<file path="src/hdl/oaht_pkg.sv">
`timescale 1ns / 1ps
// shared types, constants and modular helpers for the open addressing hash table
package oaht_pkg;

   localparam int TABLE_DEPTH = 256;
   localparam int KEY_BYTES   = 8;
   localparam int IDX_W       = $clog2(TABLE_DEPTH);
   localparam int N_W         = IDX_W + 1;
   localparam int LEN_W       = 4;
   localparam int KEY_W       = 64;
   localparam int VAL_W       = 32;
   localparam int CSR_IDX_W   = 2;
   localparam int CSR_DATA_W  = 9;
   localparam int MOD_STEPS   = KEY_W / 4;
   localparam int SETUP_STEPS = 11;
   localparam int C7_STEPS    = 7;

   localparam logic [CSR_IDX_W-1:0] CSR_HASH_SELECT = 2'd0;
   localparam logic [CSR_IDX_W-1:0] CSR_PROBE_MODE  = 2'd1;
   localparam logic [CSR_IDX_W-1:0] CSR_TABLE_SIZE  = 2'd2;

   localparam logic [KEY_W-1:0] MX_INIT  = 64'd3323198485;
   localparam logic [VAL_W-1:0] MX_MUL   = 32'h5bd1e995;
   localparam logic [KEY_W-1:0] PJW_MASK = 64'h00000000f0000000;
   localparam logic [KEY_W-1:0] DJB_INIT = 64'd5381;

   typedef enum logic [1:0] {
      CMD_INSERT = 2'd0,
      CMD_SEARCH = 2'd1,
      CMD_DELETE = 2'd2,
      CMD_NOP    = 2'd3
   } cmd_type;

   typedef enum logic [1:0] {
      ST_OK        = 2'd0,
      ST_NOT_FOUND = 2'd1,
      ST_FULL      = 2'd2,
      ST_NO_SLOT   = 2'd3
   } status_type;

   typedef enum logic [1:0] {
      FLAG_EMPTY = 2'd0,
      FLAG_USED  = 2'd1,
      FLAG_TOMB  = 2'd2
   } flag_type;

   typedef enum logic [3:0] {
      S_IDLE, S_CHECK, S_HASH_A, S_HASH_B, S_MOD_LOAD, S_MOD,
      S_SETUP, S_SETUP_FIN, S_READ, S_EVAL, S_FINISH
   } state_type;

   typedef struct packed {
      logic [KEY_W-1:0] key;
      logic [LEN_W-1:0] len;
      logic [VAL_W-1:0] value;
   } entry_type;

   typedef struct packed {
      logic       load;
      logic       hash_a;
      logic       hash_b;
      logic       mod_start;
      logic       mod_step;
      logic       setup_step;
      logic       c7_en;
      logic       setup_fin;
      logic       mem_rd;
      logic       probe_adv;
      logic       wr_slot;
      logic       wr_tomb;
      logic       fin;
      status_type fin_status;
   } dp_cmd_type;

   typedef struct packed {
      cmd_type          op;
      logic [LEN_W-1:0] key_len;
      logic             cnt_ge_n;
      logic             cnt_zero;
      flag_type         flag;
      logic             key_match;
      logic             at_h1;
      logic             i_zero;
      logic             i_last;
      logic             out_free;
   } dp_stat_type;

   // (a + b) mod n, both operands already below n
   function automatic logic [IDX_W-1:0] mod_add(input logic [IDX_W-1:0] a,
                                                input logic [IDX_W-1:0] b,
                                                input logic [N_W-1:0] n);
      logic [N_W-1:0] s;
      s = {1'b0, a} + {1'b0, b};
      if (s >= n) s = s - n;
      return s[IDX_W-1:0];
   endfunction

   // one restoring step of a bit serial remainder
   function automatic logic [IDX_W-1:0] mod_shift(input logic [IDX_W-1:0] r,
                                                  input logic b,
                                                  input logic [N_W-1:0] n);
      logic [N_W-1:0] s;
      s = {r, b};
      if (s >= n) s = s - n;
      return s[IDX_W-1:0];
   endfunction

endpackage

</file>
<file path="src/hdl/oaht_ctrl.sv">
`timescale 1ns / 1ps
// controller state machine sequencing hash, modulo, setup and probe phases
module oaht_ctrl import oaht_pkg::*; (
   input  logic        clock,
   input  logic        reset,
   input  logic        req_valid,
   output logic        req_ready,
   input  dp_stat_type stat,
   output dp_cmd_type  ctl
);

   state_type        state_ff, state_in;
   logic [LEN_W-1:0] byte_cnt_ff, byte_cnt_in;
   logic [3:0]       step_cnt_ff, step_cnt_in;
   status_type       status_ff, status_in;

   logic is_insert, ev_free, ev_wrap, ev_hit, ev_empty;

   always_comb begin
      is_insert = (stat.op == CMD_INSERT);
      ev_free   = (stat.flag != FLAG_USED);
      ev_wrap   = !stat.i_zero && stat.at_h1;
      ev_hit    = (stat.flag == FLAG_USED) && stat.key_match;
      ev_empty  = (stat.flag == FLAG_EMPTY);
   end

   // next state
   always_comb begin
      state_in    = state_ff;
      byte_cnt_in = byte_cnt_ff;
      step_cnt_in = step_cnt_ff;
      status_in   = status_ff;
      case (state_ff)
         S_IDLE: if (req_valid) state_in = S_CHECK;
         S_CHECK: begin
            byte_cnt_in = '0;
            if (is_insert && stat.cnt_ge_n) begin
               status_in = ST_FULL;
               state_in  = S_FINISH;
            end else if ((stat.op == CMD_DELETE && stat.cnt_zero) || stat.op == CMD_NOP) begin
               status_in = ST_NOT_FOUND;
               state_in  = S_FINISH;
            end else if (stat.key_len == '0) begin
               state_in = S_MOD_LOAD;
            end else begin
               state_in = S_HASH_A;
            end
         end
         S_HASH_A: state_in = S_HASH_B;
         S_HASH_B: begin
            byte_cnt_in = byte_cnt_ff + LEN_W'(1);
            state_in    = (byte_cnt_in == stat.key_len) ? S_MOD_LOAD : S_HASH_A;
         end
         S_MOD_LOAD: begin
            step_cnt_in = '0;
            state_in    = S_MOD;
         end
         S_MOD: begin
            step_cnt_in = step_cnt_ff + 4'd1;
            if (step_cnt_ff == 4'(MOD_STEPS - 1)) begin
               step_cnt_in = '0;
               state_in    = S_SETUP;
            end
         end
         S_SETUP: begin
            step_cnt_in = step_cnt_ff + 4'd1;
            if (step_cnt_ff == 4'(SETUP_STEPS - 1)) state_in = S_SETUP_FIN;
         end
         S_SETUP_FIN: state_in = S_READ;
         S_READ: state_in = S_EVAL;
         S_EVAL: begin
            state_in = S_FINISH;
            if (is_insert) begin
               if (ev_free) status_in = ST_OK;
               else if (ev_wrap || stat.i_last) status_in = ST_NO_SLOT;
               else state_in = S_READ;
            end else begin
               if (ev_empty || ev_wrap) status_in = ST_NOT_FOUND;
               else if (ev_hit) status_in = ST_OK;
               else if (stat.i_last) status_in = ST_NOT_FOUND;
               else state_in = S_READ;
            end
         end
         S_FINISH: if (stat.out_free) state_in = S_IDLE;
         default: state_in = S_IDLE;
      endcase
   end

   // outputs
   always_comb begin
      ctl            = '0;
      ctl.fin_status = status_ff;
      req_ready      = 1'b0;
      case (state_ff)
         S_IDLE: begin
            req_ready = 1'b1;
            ctl.load  = req_valid;
         end
         S_HASH_A:    ctl.hash_a = 1'b1;
         S_HASH_B:    ctl.hash_b = 1'b1;
         S_MOD_LOAD:  ctl.mod_start = 1'b1;
         S_MOD:       ctl.mod_step = 1'b1;
         S_SETUP: begin
            ctl.setup_step = 1'b1;
            ctl.c7_en      = (step_cnt_ff < 4'(C7_STEPS));
         end
         S_SETUP_FIN: ctl.setup_fin = 1'b1;
         S_READ:      ctl.mem_rd = 1'b1;
         S_EVAL: begin
            if (is_insert) begin
               if (ev_free) ctl.wr_slot = 1'b1;
               else if (!ev_wrap) ctl.probe_adv = 1'b1;
            end else begin
               if (!ev_empty && !ev_wrap) begin
                  if (ev_hit) ctl.wr_tomb = (stat.op == CMD_DELETE);
                  else ctl.probe_adv = 1'b1;
               end
            end
         end
         S_FINISH: ctl.fin = stat.out_free;
         default: ;
      endcase
   end

   always_ff @(posedge clock) begin
      if (reset) begin
         state_ff    <= S_IDLE;
         byte_cnt_ff <= '0;
         step_cnt_ff <= '0;
         status_ff   <= ST_OK;
      end else begin
         state_ff    <= state_in;
         byte_cnt_ff <= byte_cnt_in;
         step_cnt_ff <= step_cnt_in;
         status_ff   <= status_in;
      end
   end

`ifndef SYNTH
   a_accept_idle: assert property (@(posedge clock) disable iff (reset)
      ctl.load |=> state_ff == S_CHECK)
      else $error("accepted beat did not start an operation");
   a_eval_after_read: assert property (@(posedge clock) disable iff (reset)
      state_ff == S_EVAL |-> $past(state_ff) == S_READ)
      else $error("slot evaluated without a read");
   a_write_in_eval: assert property (@(posedge clock) disable iff (reset)
      (ctl.wr_slot || ctl.wr_tomb) |-> state_ff == S_EVAL)
      else $error("slot write outside evaluation");
`endif

endmodule

</file>
<file path="config.mk">
export PLATFORM = sky130hd
export DESIGN_NAME = oaht_ctrl
export DESIGN_NICKNAME = d
export VERILOG_FILES = /design/src/hdl/oaht_pkg.sv /design/src/hdl/oaht_ctrl.sv
export SDC_FILE = /design/constraint.sdc
export NUM_CORES = 1
export LEC_CHECK = 0
export BUFFER_PORTS_ARGS = -buffer_cell sky130_fd_sc_hd__clkbuf_2
export CORE_UTILIZATION = 24
export DETAILED_ROUTE_END_ITERATION = 8
export GPL_TIMING_DRIVEN = 1
export PLACE_DENSITY_LB_ADDON = 0.25
export SETUP_SLACK_MARGIN = 0.1
export SYNTH_ARGS = -nofsm -noshare
export SYNTH_HDL_FRONTEND = slang
export SYNTH_SLANG_ARGS = --single-unit
</file>
<file path="constraint.sdc">
create_clock -name clock -period 2.2 [get_ports clock]
set_input_delay 0.11 -clock clock [delete_from_list [all_inputs] [get_ports clock]]
set_output_delay 0.11 -clock clock [all_outputs]
set_load 0.02 [all_outputs]
</file>
# After elaboration in Yosys (flattened, before gate mapping)
# Cells that the tools add are included.
[op_classes] n_addsub=2 n_lt_le_gt_ge=1 n_eq_ne=24 n_mux=48 reduce_logical=20
[op_table] op="case mux 4 bit (11 select lines)" n=1
[op_table] op="two-way mux 4 bit" n=8
[op_table] op="two-way mux 2 bit" n=14
[op_table] op="equality test 4 bit (second input constant)" n=5
[op_table] op="two-way mux 1 bit" n=19
[op_table] op="equality test 4 x 3 -> 1 bit (second input constant)" n=4
[op_table] op="case mux 4 bit (3 select lines)" n=1
[op_table] op="two-way mux 3 bit" n=3
[op_table] op="adder 4 x 1 -> 4 bit (second input constant)" n=2
[op_table] op="equality test 4 x 2 -> 1 bit (second input constant)" n=2
[op_table] op="zero test 4 bit" n=2
[op_table] op="!= test 2 bit (second input constant)" n=4
[op_table] op="case mux 4 bit (2 select lines)" n=1
[op_table] op="AND reduction 4 bit" n=2
[op_table] op="logical AND 1 bit" n=5
[op_table] op="!= test 5 bit (second input constant)" n=1
[op_table] op="equality test 2 bit (second input constant)" n=2
[op_table] op="equality test 4 x 1 -> 1 bit (second input constant)" n=1
[op_table] op="equality test 4 bit" n=1
[op_table] op="zero test 2 bit" n=2
[op_table] op="< comparator 4 x 3 -> 1 bit (second input constant)" n=1
[op_table] op="!= test 4 bit (second input constant)" n=1
[op_table] op="case mux 2 bit (2 select lines)" n=1
[op_table] op="nonzero test 2 bit" n=2
[op_table] op="other kinds (6)" n=10
[totals] regBits=14 inputBits=18 output_inout_bits=16 word_cells=99

# Longest topological paths before layout
[logic_depth] depth_word=7 mapped_depth=7 depth_no_buf=6

# Worst setup path after synthesis
# No wires, ideal clock.
[synth_path] path_kind="reg-to-output" from="reg state_ff[3]" to="out ctl[8] (netlist bit)" arrival_time_ns=1.842 path_slack_ns=0.248 path_stages_with_launch=5 path_cell_list="dfxtp_1 buf_2 nand2b_1 buf_2 a2111oi_0"
[synth_rtl] item="start: declaration" line_no="oaht_ctrl.sv:12" source="state_type state_ff, state_in;"
[synth_rtl] item="start signal: assignment" line_no="oaht_ctrl.sv:132" source="state_ff <= state_in;"
[synth_rtl] item="end: declaration" line_no="oaht_ctrl.sv:9" source="output dp_cmd_type ctl"

==> metrics.txt <==
share of post-route cells with drive strength above 1 24.6%; Sw Ratio 33.6%; Vias 1115; worst slew pin tran 0.500 ns; final-report max-slew violation count 0; Mapped Cells around 140; initial antenna violation count 0; Sw Pwr ~0.24 mW; Setup crit start kind flip-flop; sequential area share after synthesis between 20% and 30%; largest net degree at the start of global routing 18; CP Cell Sequence nand2b_1 > nor2_4 > nand2b_1 > nor4b_1 > clkbuf_2; TritonCTS buffer count 3; global router's overall resource usage 12.2%; critical path type flip-flop to output port; Final Instance Count excl. Fillers 221; RSZ-0062 raised after global routing no; xor and xnor area share after synthesis 5.01%; Die Y 68.1 µm; GP Congestion 0.779; final WL 2710 µm; IO Count 34; Layout Skew 0.00140 ns; minimum clock period ~1.9 ns; final setup vio count 0; area delta synth->final 23.0%; effective utilization at floorplan 25.7%; # port buffers 33; drt via density 5.05; # diodes 0; leading cell types in the layout, fill and taps excluded 33 x clkbuf_2, 18 x nor2_1, 13 x a21oi_1, 13 x dfxtp_1, 10 x nand2_1; CTS tree done; Syn Area/Cell 7.44 µm²; DR WL/cell 12.3 µm; die span in x 68.1 µm; row cnt 23; Die ar. 0.00464 mm²; Post-CTS Hold Buffers 0; Max Cap Viol 0; maximum clock frequency about 0.52 GHz; initial drt markers 35; outcome finished, final reports clean; slowest CP cell dfxtp_1; Max-slew headroom 66.6%; adder-cell share of the synthesized area approximately 3.6%; CP max FO 16; Final #Nets about 190; slowest stage delay, CP 0.46 ns; most frequent CP cell nand2b_1; mapped cell area around 0.0010 mm²; WP data arrival between 1.5 and 2 ns; first-pass GRT wire length 4240 µm; library cells used by synthesis 43; commonest non-fill, non-tap cell in the layout clkbuf_2; total clock sinks 14; global route overflow 0; vias in the first global route 945; clock buffer depth 2; Post-Route Utilization 31.6%; CP Data Required Time 2.09 ns; final hold violation count 0; post-synthesis register bit count 14; Skew-Pair Late Insertion Delay 0.24 ns; fin crit share 87.8%; CP Capture Type output port; leak pwr 0.510 nW; Hold WC Path Type input port to flip-flop; Pre-antenna DRT Iters 4; Root Driver clkbuf_8; Post-DRT Antenna Nets 0; pwr dens 548 mW/mm²; Comb power frac 28.2%; post-synthesis simple-gate area fraction 31.7%; Yosys warning count 0; # H-tree levels 1; sequential power share 42.3%; Post-synth EDFFs 0; clock power share 29.6%; Core Box Area 0.00409 mm²; cell internal pwr 0.469 mW; mux contribution to synthesized area about 1.1%; clock slew at reported path FFs roughly 0.06 ns; setup TNS 0 ns; main combinational cell family by area after synthesis simple AND/OR/NAND/NOR gates; peak supply drop slightly above 0.2 mV; Post-synth ARST share 0%; DP Wirelength roughly 2100 µm; Placed Instances 218; DRC 0; syn nets around 160; post-synthesis compound-gate area fraction 27.3%; ys flop type dfxtp_1
[final timing paths]
check,start,end,slack [ns],depth (start not counted)
worst max register to register,state_ff[1],state_ff[1],0.47,5
worst min register to register,status_ff[1],status_ff[1],0.47,2
worst min-delay path,stat[1],status_ff[1],0.24,4
worst max-delay path,state_ff[1],ctl[3],0.27,5
[critical path: cells and delay by family (launching register included)]
kind                   cells  cell delay [ns]
buffers and inverters      1             0.22
AND/OR/NAND/NOR            4             0.90
flip-flops                 1             0.46
[timing repair]
item / CTS / global route
resized for setup: 0 / 1
setup endpoints to repair: 0 / 1
setup buffers: 0 / 0
hold endpoints to repair: 0 / 0
[power by group through the flow]
stage / registers [mW] / clock network (mW) / logic [mW]
floorplan: 0.284 / 0 / 0.154
global placement: 0.303 / 0 / 0.201
detailed placement: 0.302 / 0 / 0.199
CTS: 0.297 / 0.222 / 0.200
global route: 0.301 / 0.233 / 0.222
finish: 0.299 / 0.209 / 0.199
[per-stage QoR]
| step | total power, mW | cell area (µm²) | hold slack [ns] | setup WS [ns] |
|---|---|---|---|---|
| 4_1_cts | 0.719 | 1290 | 0.234 | 0.174 |
| 3_5_place_dp | 0.502 | 1250 | 0.466 | 0.447 |
| 5_1_grt | 0.756 | 1290 | 0.254 | 0.132 |
| 2_1_floorplan | 0.439 | 1050 | 0.182 | 0.248 |
| 3_3_place_gp | 0.503 | 1250 | 0.464 | 0.459 |
| 6_report | 0.707 | 1290 | 0.237 | 0.269 |
[area by class of cell]
| class | count | area, µm² |
|---|---|---|
| timing repair buffer | 33 | 165 |
| multi-input combinational | 116 | 721 |
| sequential | 14 | 282 |
| tap | 50 | 62.6 |
| clock buffer | 3 | 41.3 |
| inverter | 5 | 18.8 |
| fill | 463 | 2800 |
[registers in the layout, indices dropped and copies added, names as in the netlist]
| signal | count |
|---|---|
| byte_cnt_ff | 4 |
| state_ff | 4 |
| step_cnt_ff | 4 |
| status_ff | 2 |
[Yosys cell counts (2+ instances only)]
| library cell | instances | share of area, % |
|---|---|---|
| a21oi_1 | 13 | 6.2 |
| a22oi_1 | 2 | 1.4 |
| a311oi_1 | 2 | 1.7 |
| a31oi_1 | 3 | 1.8 |
| buf_2 | 2 | 0.95 |
| clkbuf_1 | 3 | 1.1 |
| dfxtp_1 | 14 | 27 |
| ha_1 | 3 | 3.6 |
| inv_1 | 5 | 1.8 |
| nand2_1 | 10 | 3.6 |
| nand2b_1 | 7 | 4.2 |
| nand3_1 | 5 | 2.4 |
| nand3b_1 | 2 | 1.4 |
| nor2_1 | 18 | 6.4 |
| nor2b_1 | 4 | 2.4 |
| nor3_1 | 7 | 3.3 |
| nor3_2 | 2 | 1.9 |
| o21a_1 | 3 | 2.1 |
| o21ai_0 | 6 | 2.9 |
| o31a_1 | 2 | 1.7 |
| o31ai_1 | 2 | 1.4 |
| xnor2_1 | 4 | 3.3 |
| xor2_1 | 2 | 1.7 |
[layer usage]
metal / global-route usage, % / share of wire (%)
met3: 2.17 / 5.8
met5: 0 / 0
met2: 18.8 / 41
met4: 4.69 / 1.2
met1: 16.7 / 52
[cells by family (layout without fill, tap and decap cells)]
kind of cell | after synthesis | in the layout
AO/OA/AOI/OAI | 43 | 43
flip-flops | 14 | 14
AND/OR/NAND/NOR | 63 | 63
adder cells (fa/ha/maj) | 3 | 3
XOR/XNOR | 6 | 6
buffers and inverters | 11 | 41
multiplexers | 1 | 1
Power figures use the tool's default switching activity.
